**config.mk**
```make
export PLATFORM = sky130hd
export DESIGN_NAME = pid_deadband_integrator_reset
export DESIGN_NICKNAME = d
export VERILOG_FILES = /design/src/rtl/pidd_pkg.sv /design/src/rtl/pidd_serial.sv /design/src/rtl/pid_deadband_integrator_reset.sv
export SDC_FILE = /design/constraint.sdc
export NUM_CORES = 2
export LEC_CHECK = 0
export ABC_AREA = 1
export BUFFER_PORTS_ARGS = -buffer_cell sky130_fd_sc_hd__buf_2
export CAP_MARGIN = 10
export CORE_MARGIN = 4
export CORE_UTILIZATION = 35
export DETAILED_ROUTE_END_ITERATION = 16
export GPL_TIMING_DRIVEN = 0
export HOLD_SLACK_MARGIN = 0.06
export PLACE_DENSITY = 0.62
export SETUP_SLACK_MARGIN = 0.05
export SLEW_MARGIN = 25
export SYNTH_ARGS = -nofsm -noshare
export SYNTH_HDL_FRONTEND = slang
export SYNTH_SLANG_ARGS = --single-unit
```
**constraint.sdc**
```tcl
create_clock -name clk -period 24.6 [get_ports clk]
set_input_delay 4.92 -clock clk [delete_from_list [all_inputs] [get_ports clk]]
set_output_delay 4.92 -clock clk [all_outputs]
set_load 0.005 [all_outputs]
```
**src/rtl/pidd_pkg.sv**
```systemverilog
// ----------------------------------------------------------------------------
// pidd_pkg
// Shared types and constants for the deadband PID drive controller.
// ----------------------------------------------------------------------------
package pidd_pkg;

  localparam int DRIVE_LIMIT = 255;
  localparam int INTEG_LIMIT = 200;

  localparam longint ONE_Q16   = 65536;
  localparam longint PROP_MAX  = 67108863;
  localparam longint INTEG_MAX = 33554431;
  localparam longint ILIM_RAW  = longint'(INTEG_LIMIT) * ONE_Q16;
  localparam longint ILIM_Q16  = (ILIM_RAW > INTEG_MAX) ? INTEG_MAX : ILIM_RAW;
  localparam longint DLIM_Q16  = longint'(DRIVE_LIMIT) * ONE_Q16;

  localparam int CFG_IDX_W = 3;
  localparam logic [CFG_IDX_W-1:0] CFG_THRESHOLD = 3'd0;
  localparam logic [CFG_IDX_W-1:0] CFG_KP        = 3'd1;
  localparam logic [CFG_IDX_W-1:0] CFG_KI        = 3'd2;
  localparam logic [CFG_IDX_W-1:0] CFG_KD        = 3'd3;
  localparam logic [CFG_IDX_W-1:0] CFG_SETTLE    = 3'd4;

  localparam logic [15:0] KP_RESET     = 16'd410;
  localparam logic [15:0] KI_RESET     = 16'd1024;
  localparam logic [15:0] KD_RESET     = 16'd66;
  localparam logic [15:0] SETTLE_RESET = 16'd1000;
  localparam logic [31:0] MS_PER_S     = 32'd1000;

  typedef struct packed {
    logic signed [15:0] error;
    logic [31:0]        now_ms;
  } pidd_in_t;

  typedef struct packed {
    logic signed [8:0] drive;
    logic              integ_cleared;
  } pidd_out_t;

  // command to the bit-serial multiply / divide unit
  typedef struct packed {
    logic        is_div;
    logic [6:0]  steps;
    logic [31:0] a;
    logic [63:0] b;
  } pidd_cmd_t;

endpackage

```
**src/rtl/pidd_serial.sv**
```systemverilog
// ----------------------------------------------------------------------------
// pidd_serial
// Bit-serial unsigned unit: shift-add multiply (a * b[31:0], 32 steps) or
// restoring divide (left-aligned dividend b by divisor a, one bit per step).
// ----------------------------------------------------------------------------
module pidd_serial (
  input  logic                clk,
  input  logic                rst,
  input  logic                start,
  input  pidd_pkg::pidd_cmd_t cmd,
  output logic                busy,
  output logic                done,
  output logic [63:0]         result
);

  logic        is_div;
  logic [6:0]  cnt;
  logic [63:0] acc;
  logic [31:0] opnd;
  logic [31:0] rem;

  logic [32:0] msum;
  logic [32:0] trial;
  logic        ge;
  logic [32:0] tdiff;

  always_comb begin
    msum  = {1'b0, acc[63:32]} + (acc[0] ? {1'b0, opnd} : 33'd0);
    trial = {rem, acc[63]};
    ge    = trial >= {1'b0, opnd};
    tdiff = trial - {1'b0, opnd};
  end

  always_ff @(posedge clk) begin
    if (rst) begin
      busy <= 1'b0;
      done <= 1'b0;
    end else begin
      done <= busy && !start && (cnt == 7'd1);
      if (start) begin
        busy <= 1'b1;
        cnt  <= cmd.steps;
        is_div <= cmd.is_div;
        acc  <= cmd.b;
        opnd <= cmd.a;
        rem  <= 32'd0;
      end else if (busy) begin
        if (is_div) begin
          rem <= ge ? tdiff[31:0] : trial[31:0];
          acc <= {acc[62:0], ge};
        end else begin
          acc <= {msum, acc[31:1]};
        end
        cnt <= cnt - 7'd1;
        if (cnt == 7'd1) begin
          busy <= 1'b0;
        end
      end
    end
  end

  assign result = acc;

endmodule

```
**src/rtl/pid_deadband_integrator_reset.sv**
```systemverilog
// ----------------------------------------------------------------------------
// pid_deadband_integrator_reset
// PID motor drive with deadband, clamped integrator and settle reset.
// ----------------------------------------------------------------------------
// Usage:
//   in_valid/in_stall carry one beat of {error, now_ms}; each beat yields one
//   out beat of {drive, integ_cleared} on out_valid/out_stall.
//   cfg_valid/cfg_ready write a register by index (threshold, kp_gain,
//   ki_gain, kd_gain, settle_ms); write only while idle. cfg_ready is
//   always high.
//   Timing: error at or below threshold goes from accept through the settle
//   and drive steps to out_valid. Above threshold the terms go through one
//   bit-serial multiply/divide unit: 4 multiplies of 32 steps, a 64-step
//   divide by 1000 and a 32-step divide by dt, each handed on to the next.
//   One item is in flight at a time; no new beat is accepted until the
//   drive step has passed its result to the output register.
//   The result sits in an output register, so a new beat is accepted while
//   the previous result is stalled; the block only waits at its last step
//   if that register is still full.
//   rst (synchronous) restores register defaults and clears all terms.
// ----------------------------------------------------------------------------
module pid_deadband_integrator_reset (
  input  logic                               clk,
  input  logic                               rst,
  input  logic                               in_valid,
  output logic                               in_stall,
  input  pidd_pkg::pidd_in_t                 in_data,
  output logic                               out_valid,
  input  logic                               out_stall,
  output pidd_pkg::pidd_out_t                out_data,
  input  logic                               cfg_valid,
  output logic                               cfg_ready,
  input  logic [pidd_pkg::CFG_IDX_W-1:0]     cfg_index,
  input  logic [15:0]                        cfg_data
);

  typedef enum logic [3:0] {
    S_IDLE, S_PMUL, S_IMUL1, S_IMUL2, S_IDIV, S_DMUL, S_DDIV, S_SETTLE, S_DRIVE
  } state_t;

  localparam logic signed [28:0] ILIM = 29'(pidd_pkg::ILIM_Q16);
  localparam logic signed [33:0] DLIM = 34'(pidd_pkg::DLIM_Q16);
  localparam logic signed [26:0] PMAX = 27'(pidd_pkg::PROP_MAX);
  localparam logic signed [25:0] ONE26 = 26'(pidd_pkg::ONE_Q16);

  state_t state;

  logic signed [15:0] threshold;
  logic [15:0] kp_gain, ki_gain, kd_gain, settle_ms;

  logic signed [26:0] prop_term;
  logic signed [25:0] integ_term;
  logic signed [31:0] deriv_term;
  logic signed [15:0] prev_error;
  logic [31:0] prev_time, settle_start, now_q, dt;
  logic settle_armed, upd, err_neg, diff_neg, cleared;
  logic [15:0] err_mag;
  logic [16:0] diff_mag;

  logic u_start, u_busy, u_done;
  pidd_pkg::pidd_cmd_t u_cmd;
  logic [63:0] u_res;

  pidd_serial u_serial (
    .clk(clk), .rst(rst), .start(u_start), .cmd(u_cmd),
    .busy(u_busy), .done(u_done), .result(u_res)
  );

  // accept-side values
  logic signed [16:0] err_x, diff_x;
  always_comb begin
    err_x  = {in_data.error[15], in_data.error};
    diff_x = err_x - {prev_error[15], prev_error};
  end

  // proportional saturation
  logic signed [26:0] prop_next;
  always_comb begin
    if (!err_neg) prop_next = (u_res[31:0] > 32'(PMAX)) ? PMAX : 27'(u_res[31:0]);
    else prop_next = (u_res[31:0] > 32'(PMAX) + 32'd1) ? (-PMAX - 27'sd1)
                                                      : -27'(u_res[31:0]);
  end

  // integrator add and clamp
  logic signed [28:0] isum;
  logic signed [25:0] integ_next;
  always_comb begin
    isum = {{3{integ_term[25]}}, integ_term}
         + (err_neg ? -{2'b00, u_res[26:0]} : {2'b00, u_res[26:0]});
    if (|u_res[63:27]) integ_next = err_neg ? -26'(ILIM) : 26'(ILIM);
    else if (isum > ILIM) integ_next = 26'(ILIM);
    else if (isum < -ILIM) integ_next = -26'(ILIM);
    else integ_next = isum[25:0];
  end

  // derivative saturation
  logic signed [31:0] deriv_next;
  always_comb begin
    if (!diff_neg) deriv_next = u_res[31] ? 32'h7fff_ffff : u_res[31:0];
    else deriv_next = (u_res[31:0] > 32'h8000_0000) ? 32'h8000_0000 : -u_res[31:0];
  end

  // drive sum, clamp, truncate toward zero
  logic signed [33:0] dsum, dclamp;
  logic signed [17:0] dshift;
  logic signed [8:0]  drive_next;
  always_comb begin
    dsum = {{7{prop_term[26]}}, prop_term} + {{8{integ_term[25]}}, integ_term}
         + {{2{deriv_term[31]}}, deriv_term};
    if (dsum > DLIM) dclamp = DLIM;
    else if (dsum < -DLIM) dclamp = -DLIM;
    else dclamp = dsum;
    dshift = dclamp[33:16];
    if (dclamp[33] && (dclamp[15:0] != 16'd0)) dshift = dshift + 18'sd1;
    drive_next = dshift[8:0];
  end

  assign in_stall  = (state != S_IDLE);
  assign cfg_ready = 1'b1;

  always_ff @(posedge clk) begin
    if (rst) begin
      state        <= S_IDLE;
      threshold    <= 16'sd0;
      kp_gain      <= pidd_pkg::KP_RESET;
      ki_gain      <= pidd_pkg::KI_RESET;
      kd_gain      <= pidd_pkg::KD_RESET;
      settle_ms    <= pidd_pkg::SETTLE_RESET;
      prop_term    <= '0;
      integ_term   <= '0;
      deriv_term   <= '0;
      prev_error   <= '0;
      prev_time    <= '0;
      settle_start <= '0;
      settle_armed <= 1'b0;
      out_valid    <= 1'b0;
      u_start      <= 1'b0;
    end else begin
      // every step but the last hands its result on to a new unit run
      u_start <= ((state == S_IDLE) && in_valid && (in_data.error > threshold)) ||
                 (u_done && (state != S_DDIV));
      if (out_valid && !out_stall && (state != S_DRIVE)) out_valid <= 1'b0;
      if (cfg_valid && cfg_ready) begin
        case (cfg_index)
          pidd_pkg::CFG_THRESHOLD: threshold <= cfg_data;
          pidd_pkg::CFG_KP:        kp_gain   <= cfg_data;
          pidd_pkg::CFG_KI:        ki_gain   <= cfg_data;
          pidd_pkg::CFG_KD:        kd_gain   <= cfg_data;
          pidd_pkg::CFG_SETTLE:    settle_ms <= cfg_data;
          default: ;
        endcase
      end
      case (state)
        S_IDLE: begin
          if (in_valid) begin
            err_neg    <= in_data.error[15];
            err_mag    <= in_data.error[15] ? 16'(-err_x) : 16'(err_x);
            diff_neg   <= diff_x[16];
            diff_mag   <= diff_x[16] ? 17'(-diff_x) : 17'(diff_x);
            dt         <= in_data.now_ms - prev_time;
            now_q      <= in_data.now_ms;
            upd        <= in_data.error > threshold;
            cleared    <= 1'b0;
            prev_error <= in_data.error;
            prev_time  <= in_data.now_ms;
            if (in_data.error > threshold) begin
              u_cmd   <= '{is_div: 1'b0, steps: 7'd32, a: {16'd0, kp_gain},
                           b: {48'd0, (in_data.error[15] ? 16'(-err_x) : 16'(err_x))}};
              state   <= S_PMUL;
            end else begin
              state <= S_SETTLE;
            end
          end
        end
        S_PMUL: begin
          if (u_done) begin
            prop_term <= prop_next;
            u_cmd   <= '{is_div: 1'b0, steps: 7'd32, a: {16'd0, ki_gain},
                         b: {48'd0, err_mag}};
            state   <= S_IMUL1;
          end
        end
        S_IMUL1: begin
          if (u_done) begin
            u_cmd   <= '{is_div: 1'b0, steps: 7'd32, a: u_res[31:0], b: {32'd0, dt}};
            state   <= S_IMUL2;
          end
        end
        S_IMUL2: begin
          if (u_done) begin
            u_cmd   <= '{is_div: 1'b1, steps: 7'd64, a: pidd_pkg::MS_PER_S, b: u_res};
            state   <= S_IDIV;
          end
        end
        S_IDIV: begin
          if (u_done) begin
            integ_term <= integ_next;
            u_cmd   <= '{is_div: 1'b0, steps: 7'd32, a: {16'd0, kd_gain},
                         b: {47'd0, diff_mag}};
            state   <= S_DMUL;
          end
        end
        S_DMUL: begin
          if (u_done) begin
            u_cmd   <= '{is_div: 1'b1, steps: 7'd32,
                         a: (dt == 32'd0) ? 32'd1 : dt, b: {u_res[31:0], 32'd0}};
            state   <= S_DDIV;
          end
        end
        S_DDIV: begin
          if (u_done) begin
            deriv_term <= deriv_next;
            state      <= S_SETTLE;
          end
        end
        S_SETTLE: begin
          if (!upd && (integ_term >= ONE26 || integ_term <= -ONE26)) begin
            if (!settle_armed) begin
              settle_start <= now_q;
              settle_armed <= 1'b1;
            end else if ((now_q - settle_start) >= {16'd0, settle_ms}) begin
              settle_start <= '0;
              settle_armed <= 1'b0;
              integ_term   <= '0;
              cleared      <= 1'b1;
            end
          end
          state <= S_DRIVE;
        end
        S_DRIVE: begin
          if (!out_valid || !out_stall) begin
            out_valid              <= 1'b1;
            out_data.drive         <= drive_next;
            out_data.integ_cleared <= cleared;
            state                  <= S_IDLE;
          end
        end
        default: state <= S_IDLE;
      endcase
    end
  end

  // a new result only ever comes from the drive step
  a_out_src: assert property (@(posedge clk) disable iff (rst)
    $rose(out_valid) |-> $past(state == S_DRIVE))
    else $error("out_valid rose outside drive step");

  a_integ_bound: assert property (@(posedge clk) disable iff (rst)
    ($signed({{3{integ_term[25]}}, integ_term}) <= ILIM) &&
    ($signed({{3{integ_term[25]}}, integ_term}) >= -ILIM))
    else $error("integrator outside clamp");

  a_done_state: assert property (@(posedge clk) disable iff (rst)
    u_done |-> (state == S_PMUL || state == S_IMUL1 || state == S_IMUL2 ||
                state == S_IDIV || state == S_DMUL || state == S_DDIV))
    else $error("serial unit finished with no consumer");

  a_start_idle: assert property (@(posedge clk) disable iff (rst)
    u_start |-> !u_busy)
    else $error("serial unit restarted while busy");

endmodule
```
# [Yosys cells after proc, flatten, opt, wreduce, memory -nomap -nowiden]
# Index checks and enable logic that the tools add are counted.
[word_totals] regBits=605 elab_cells=203 out_inout_bits=13 input_bits=72
[classes] n_eq_ne=28 order_cmp=12 muxes=64 n_bitwise=1 reduce_logical=46 add_sub_neg=15
[op_table] cell="$mux 104" count=7
[op_table] cell="$pmux 104 s6" count=1
[op_table] cell="$mux 32" count=9
[op_table] cell="$mux 26" count=8
[op_table] cell="$mux 64" count=3
[op_table] cell="$sub 32x32->32" count=3
[op_table] cell="$mux 27" count=3
[op_table] cell="$mux 34" count=2
[op_table] cell="$pmux 26 s2" count=1
[op_table] cell="$reduce_or 37->1" count=1
[op_table] cell="$pmux 4 s9" count=1
[op_table] cell="$add 28x32->33" count=1
[op_table] cell="$add 32x33->33" count=1
[op_table] cell="$ge 33x32->1" count=1
[op_table] cell="$gt 33x25->1 const B" count=1
[op_table] cell="$lt 33x25->1 const B" count=1
[op_table] cell="$ge 32x16->1" count=1
[op_table] cell="$gt 32x26->1 const B" count=1
[op_table] cell="$gt 32x27->1 const B" count=1
[op_table] cell="$gt 32x32->1 const B" count=1
[op_table] cell="$logic_not 32->1" count=1
[op_table] cell="$mux 16" count=2
[op_table] cell="$mux 4" count=8
[op_table] cell="$neg 32->32" count=1
[op_table] cell="other kinds (49)" count=106

# [Depth between registers and ports, before layout]
[logic_depth] ltp_word=9 depth_mapped=33 mapped_depth_nobuf=32

# [By module]
# A second synthesis with hierarchy kept.
[unflattened] cells_unflattened=5852 hier_area_um2=41931.5
[by_module_without_submodules] mod="pid_deadband_integrator_reset" cells_each=4019 seq_area_each_um2=11350.9 area_each_um2=30091.4 instances=1
[by_module_without_submodules] mod="pidd_serial" cells_each=1833 seq_area_each_um2=4124.0 area_each_um2=11840.1 instances=1

# [Worst setup path after synthesis]
# Ideal clock, no wire load.
[synth_path] path_kind="input port to flip-flop" from="input in_data[33] in the netlist's numbering" to="register u_cmd[0] in the netlist's numbering (enable)" stages=11 setup_ns=0.698 required_ns=23.902 path_buffers=0 arrival_ns=13.127 path_slack_ns=10.776 path_cell_list="ha_1 > inv_1 > nor2_1 > nor2_1 > o21a_1 > o221ai_1 > a21oi_1 > o21ai_0 > nand2_1 > nand2_1 > nor3b_1"
[synth_via] elab_chain_cells=3
[synth_lines] element="start: declaration" line_no="pid_deadband_integrator_reset.sv:27" rtl="input pidd_pkg::pidd_in_t in_data,"
[synth_lines] element="$gt 16x16->1" line_no="pid_deadband_integrator_reset.sv:166" rtl="if (in_data.error > threshold) begin"
[synth_lines] element="$ne 2x1->1 (no line)"
[synth_lines] element="$reduce_and 9->1 (no line)"
[synth_lines] element="end signal: assignment" line_no="pid_deadband_integrator_reset.sv:167" rtl="u_cmd <= '{is_div: 1'b0, steps: 7'd32, a: {16'd0, kp_gain},"
[synth_lines] element="end signal: assignment" line_no="pid_deadband_integrator_reset.sv:178" rtl="u_cmd <= '{is_div: 1'b0, steps: 7'd32, a: {16'd0, ki_gain},"
[synth_lines] element="end signal: assignment" line_no="pid_deadband_integrator_reset.sv:185" rtl="u_cmd <= '{is_div: 1'b0, steps: 7'd32, a: u_res[31:0], b: {32'd0, dt}};"
[synth_lines] element="end: declaration" line_no="pid_deadband_integrator_reset.sv:61" rtl="pidd_pkg::pidd_cmd_t u_cmd;"
# No other way between the ends.
# A chain may end at the register's enable or synchronous reset.

# [Worst setup path in the final report]
[layout_path] from="input in_data[32] in the netlist's numbering" to="register u_cmd[57] in the netlist's numbering (enable)"
# The elaborated chain is that of the path after synthesis.

==> run metrics <==
die span in y=349 µm; CTS Root Cell=clkbuf_16; Num CTS Buffers=73; footprint of the multi-input gates=21,500 µm²; Pins Over Slew Limit=0; Synth Area in Adders=9.30%; Warnings, synthesis=0; cell taking the most area after synthesis=edfxtp_1; htree depth=3; ANT nets after route=0; die area=122,000 µm²; Resized Gates After CTS=0; vias in the first global route=35,800; CP peak stage delay=500 ps; layout cell share with drive strength beyond 1=7.49%; sequential area share after synthesis=38.0%; Fin Setup TNS=0 ps; post-layout minimum cycle time=7800 ps; Tcrit/Tclk final=31.7%; Clk Latency, worst-skew pair=660 ps; Reg clk slew, reported paths=60 ps; worst slack, placed=16,180 ps; GRT Util Overall=22.2%; Synth top cells by count=nand2_1, inv_1, a21oi_1; Cells after Synth=5,435; Synth Area per Inst=7.49 µm²; final setup skew=51.1 ps; hold-fix buffers at CTS=0; total gr overflow=0; Mapped Area=40,700 µm²; global-route wire length before repair=211,000 µm; Synth Area in Compound Gates=16.3%; routed length per instance=19.2 µm; unique cell type count in the Yosys netlist=71; RSZ-0062 raised after global routing=no; most common cell in the synthesized netlist=nand2_1; number of synthesized flops with an enable pin=346; PwrDens=81.2 nW/µm²; CP Capture Type=flop; clock tree buffer depth=3; max_slew headroom=33.9%; Crit path buffers/inverters=8; pin count of the biggest net entering global routing=44; total of fill cells in the finished design=11,900; Final Hold Vio Count=0; slowest CP cell=nor3b_2; Via density=5.28; post-synthesis mux area share=0%; Fmax=128 MHz; Register Area=15,500 µm²; VDD IR max=55.3 µV; PnR worst setup slack=16,800 ps; final wirelength=138,000 µm; synthesis-to-finish area growth=12.7%; nets@finish=5,964; Tightest Hold Check Type=reg2reg; delay-heaviest family, CP=buffers and inverters; # IOs=85; Reg2Reg Setup Slack=18,550 ps; Pleak=19.8 nW; Top cell by count, worst path=buf_4; CP max FO=10; Post-Place Cell Area=43,300 µm²; # DRC=0; area of the core=115,000 µm²; Net Count, Synth=5,786; Max-cap violations=0; Pre-antenna DRT Iters=6; Synth Area in XOR/XNOR=3.68%; hpwl dp=111,000 µm; CP required=24,960 ps; ranking of synthesized cells by area=edfxtp_1, dfxtp_1, nand2_1; share of the synthesized area in the top cell type=25.5%; ys flop type=edfxtp_1; num rows=124; Startpoint Class=input port; largest family of logic cells by synthesized area=simple AND/OR/NAND/NOR gates; final setup vio count=0; # clock sinks=600; Starting Density=35.4%; outcome=complete, no violations; simple-gate share of the synthesized area=23.4%; Worst-Margin Slew=988 ps; flops & latches, synth=600; TritonCTS clock tree=yes; Setup CP Type=in2reg; GP Congestion=0.957; I/O Buffers=83; antenna violations before repair=3; power consumption=3.72 mW; data arrival time of the critical path=8160 ps; detailed router's first-iteration violation count=3,713; Setup Buffers After CTS=0; vias post-DR=38,000; worst path cell trace=buf_2, inv_1, ha_1, nor2_1, nor2_1, o21a_1, o221ai_1, a21oi_1, o21ai_0, nand2_1, nand2_1, nor3b_2, buf_6, buf_4, buf_6, buf_4, buf_4, buf_4; Post-synth ARST share=0%; die boundary width=349 µm; Post-Layout Inst Area=45,900 µm²
## cell families after synthesis
family,after synthesis
simple gates,2226
compound gates,1192
buf+inv,966
flops,600
fa+ha+maj,279
xor+xnor,171
other cells,1
## registers in the layout, summed over array words and instances, names as in the netlist, 17 cells and up
| signal | count |
|---|---|
| prop_term | 27 |
| settle_start | 32 |
| u_serial.rem | 32 |
| u_serial.opnd | 32 |
| prev_time | 32 |
| integ_term | 26 |
| dt | 32 |
| now_q | 32 |
| deriv_term | 32 |
| u_serial.result | 64 |
| u_cmd | 99 |
| diff_mag | 17 |
## stage by stage
step	utilization, %	instances	hold slack, ps
after floorplan	-	5435	400
final	39.9	7188	397
after detailed placement	37.7	7050	405
after global routing	39.9	7186	404
after global placement	37.5	7030	402
after CTS	39.9	7186	383
## layout make-up
class	count	share of cell area, %
inverters	785	6.44
clock buffers	96	4.58
multi-input cells	3869	46.9
well taps	1512	4.13
plain buffers	181	1.80
flip-flops and latches	600	33.7
clock inverters	40	0.903
repair buffers	103	1.53
diodes	2	0.0109
## report_power, final
group / internal, mW / switching [mW]
registers: 1.30 / 0.0763
logic: 0.381 / 0.841
clock network: 0.652 / 0.469
## final timing paths
kind	depth (start not counted)	startpoint	end
max	18	in_data[32]	u_cmd[57]$_DFFE_PP_
min	0	u_cmd[82]$_DFFE_PP_	u_serial.opnd[18]$_DFFE_PP_
max reg2reg	28	u_serial.result[0]$_DFFE_PP_	integ_term[22]$_SDFFE_PP0P_
min reg2reg	0	u_cmd[82]$_DFFE_PP_	u_serial.opnd[18]$_DFFE_PP_
## cells in the final DEF, fill, tap and decap left out, types with 17 or more instances in the layout
master,count
o21ai_0,331
o21ai_1,40
buf_4,21
nor4_1,19
nand2_2,24
xnor2_1,57
buf_2,100
a21oi_2,18
inv_2,28
o22ai_1,86
nor2_2,24
clkbuf_1,138
nand4_1,77
edfxtp_1,346
ha_1,240
inv_1,749
o211ai_1,17
nor2_1,477
xor2_1,114
nand2_1,1228
a221oi_1,30
dfxtp_1,254
a21oi_1,555
nand3_1,243
nor3_1,60
nand3_2,23
fa_1,39
o2111ai_1,19
clkbuf_16,77
## metal layers
metal | routed length, µm | GRT usage (%) | vias up
met2 | 61800 | 35.6 | 1492
met5 | 11 | 0 | -
met3 | 10800 | 3.97 | 278
met4 | 5080 | 8.07 | 2
met1 | 60500 | 29.9 | 17700
li1 | - | - | 18500
No activity file was read; power rests on OpenSTA's default activity.
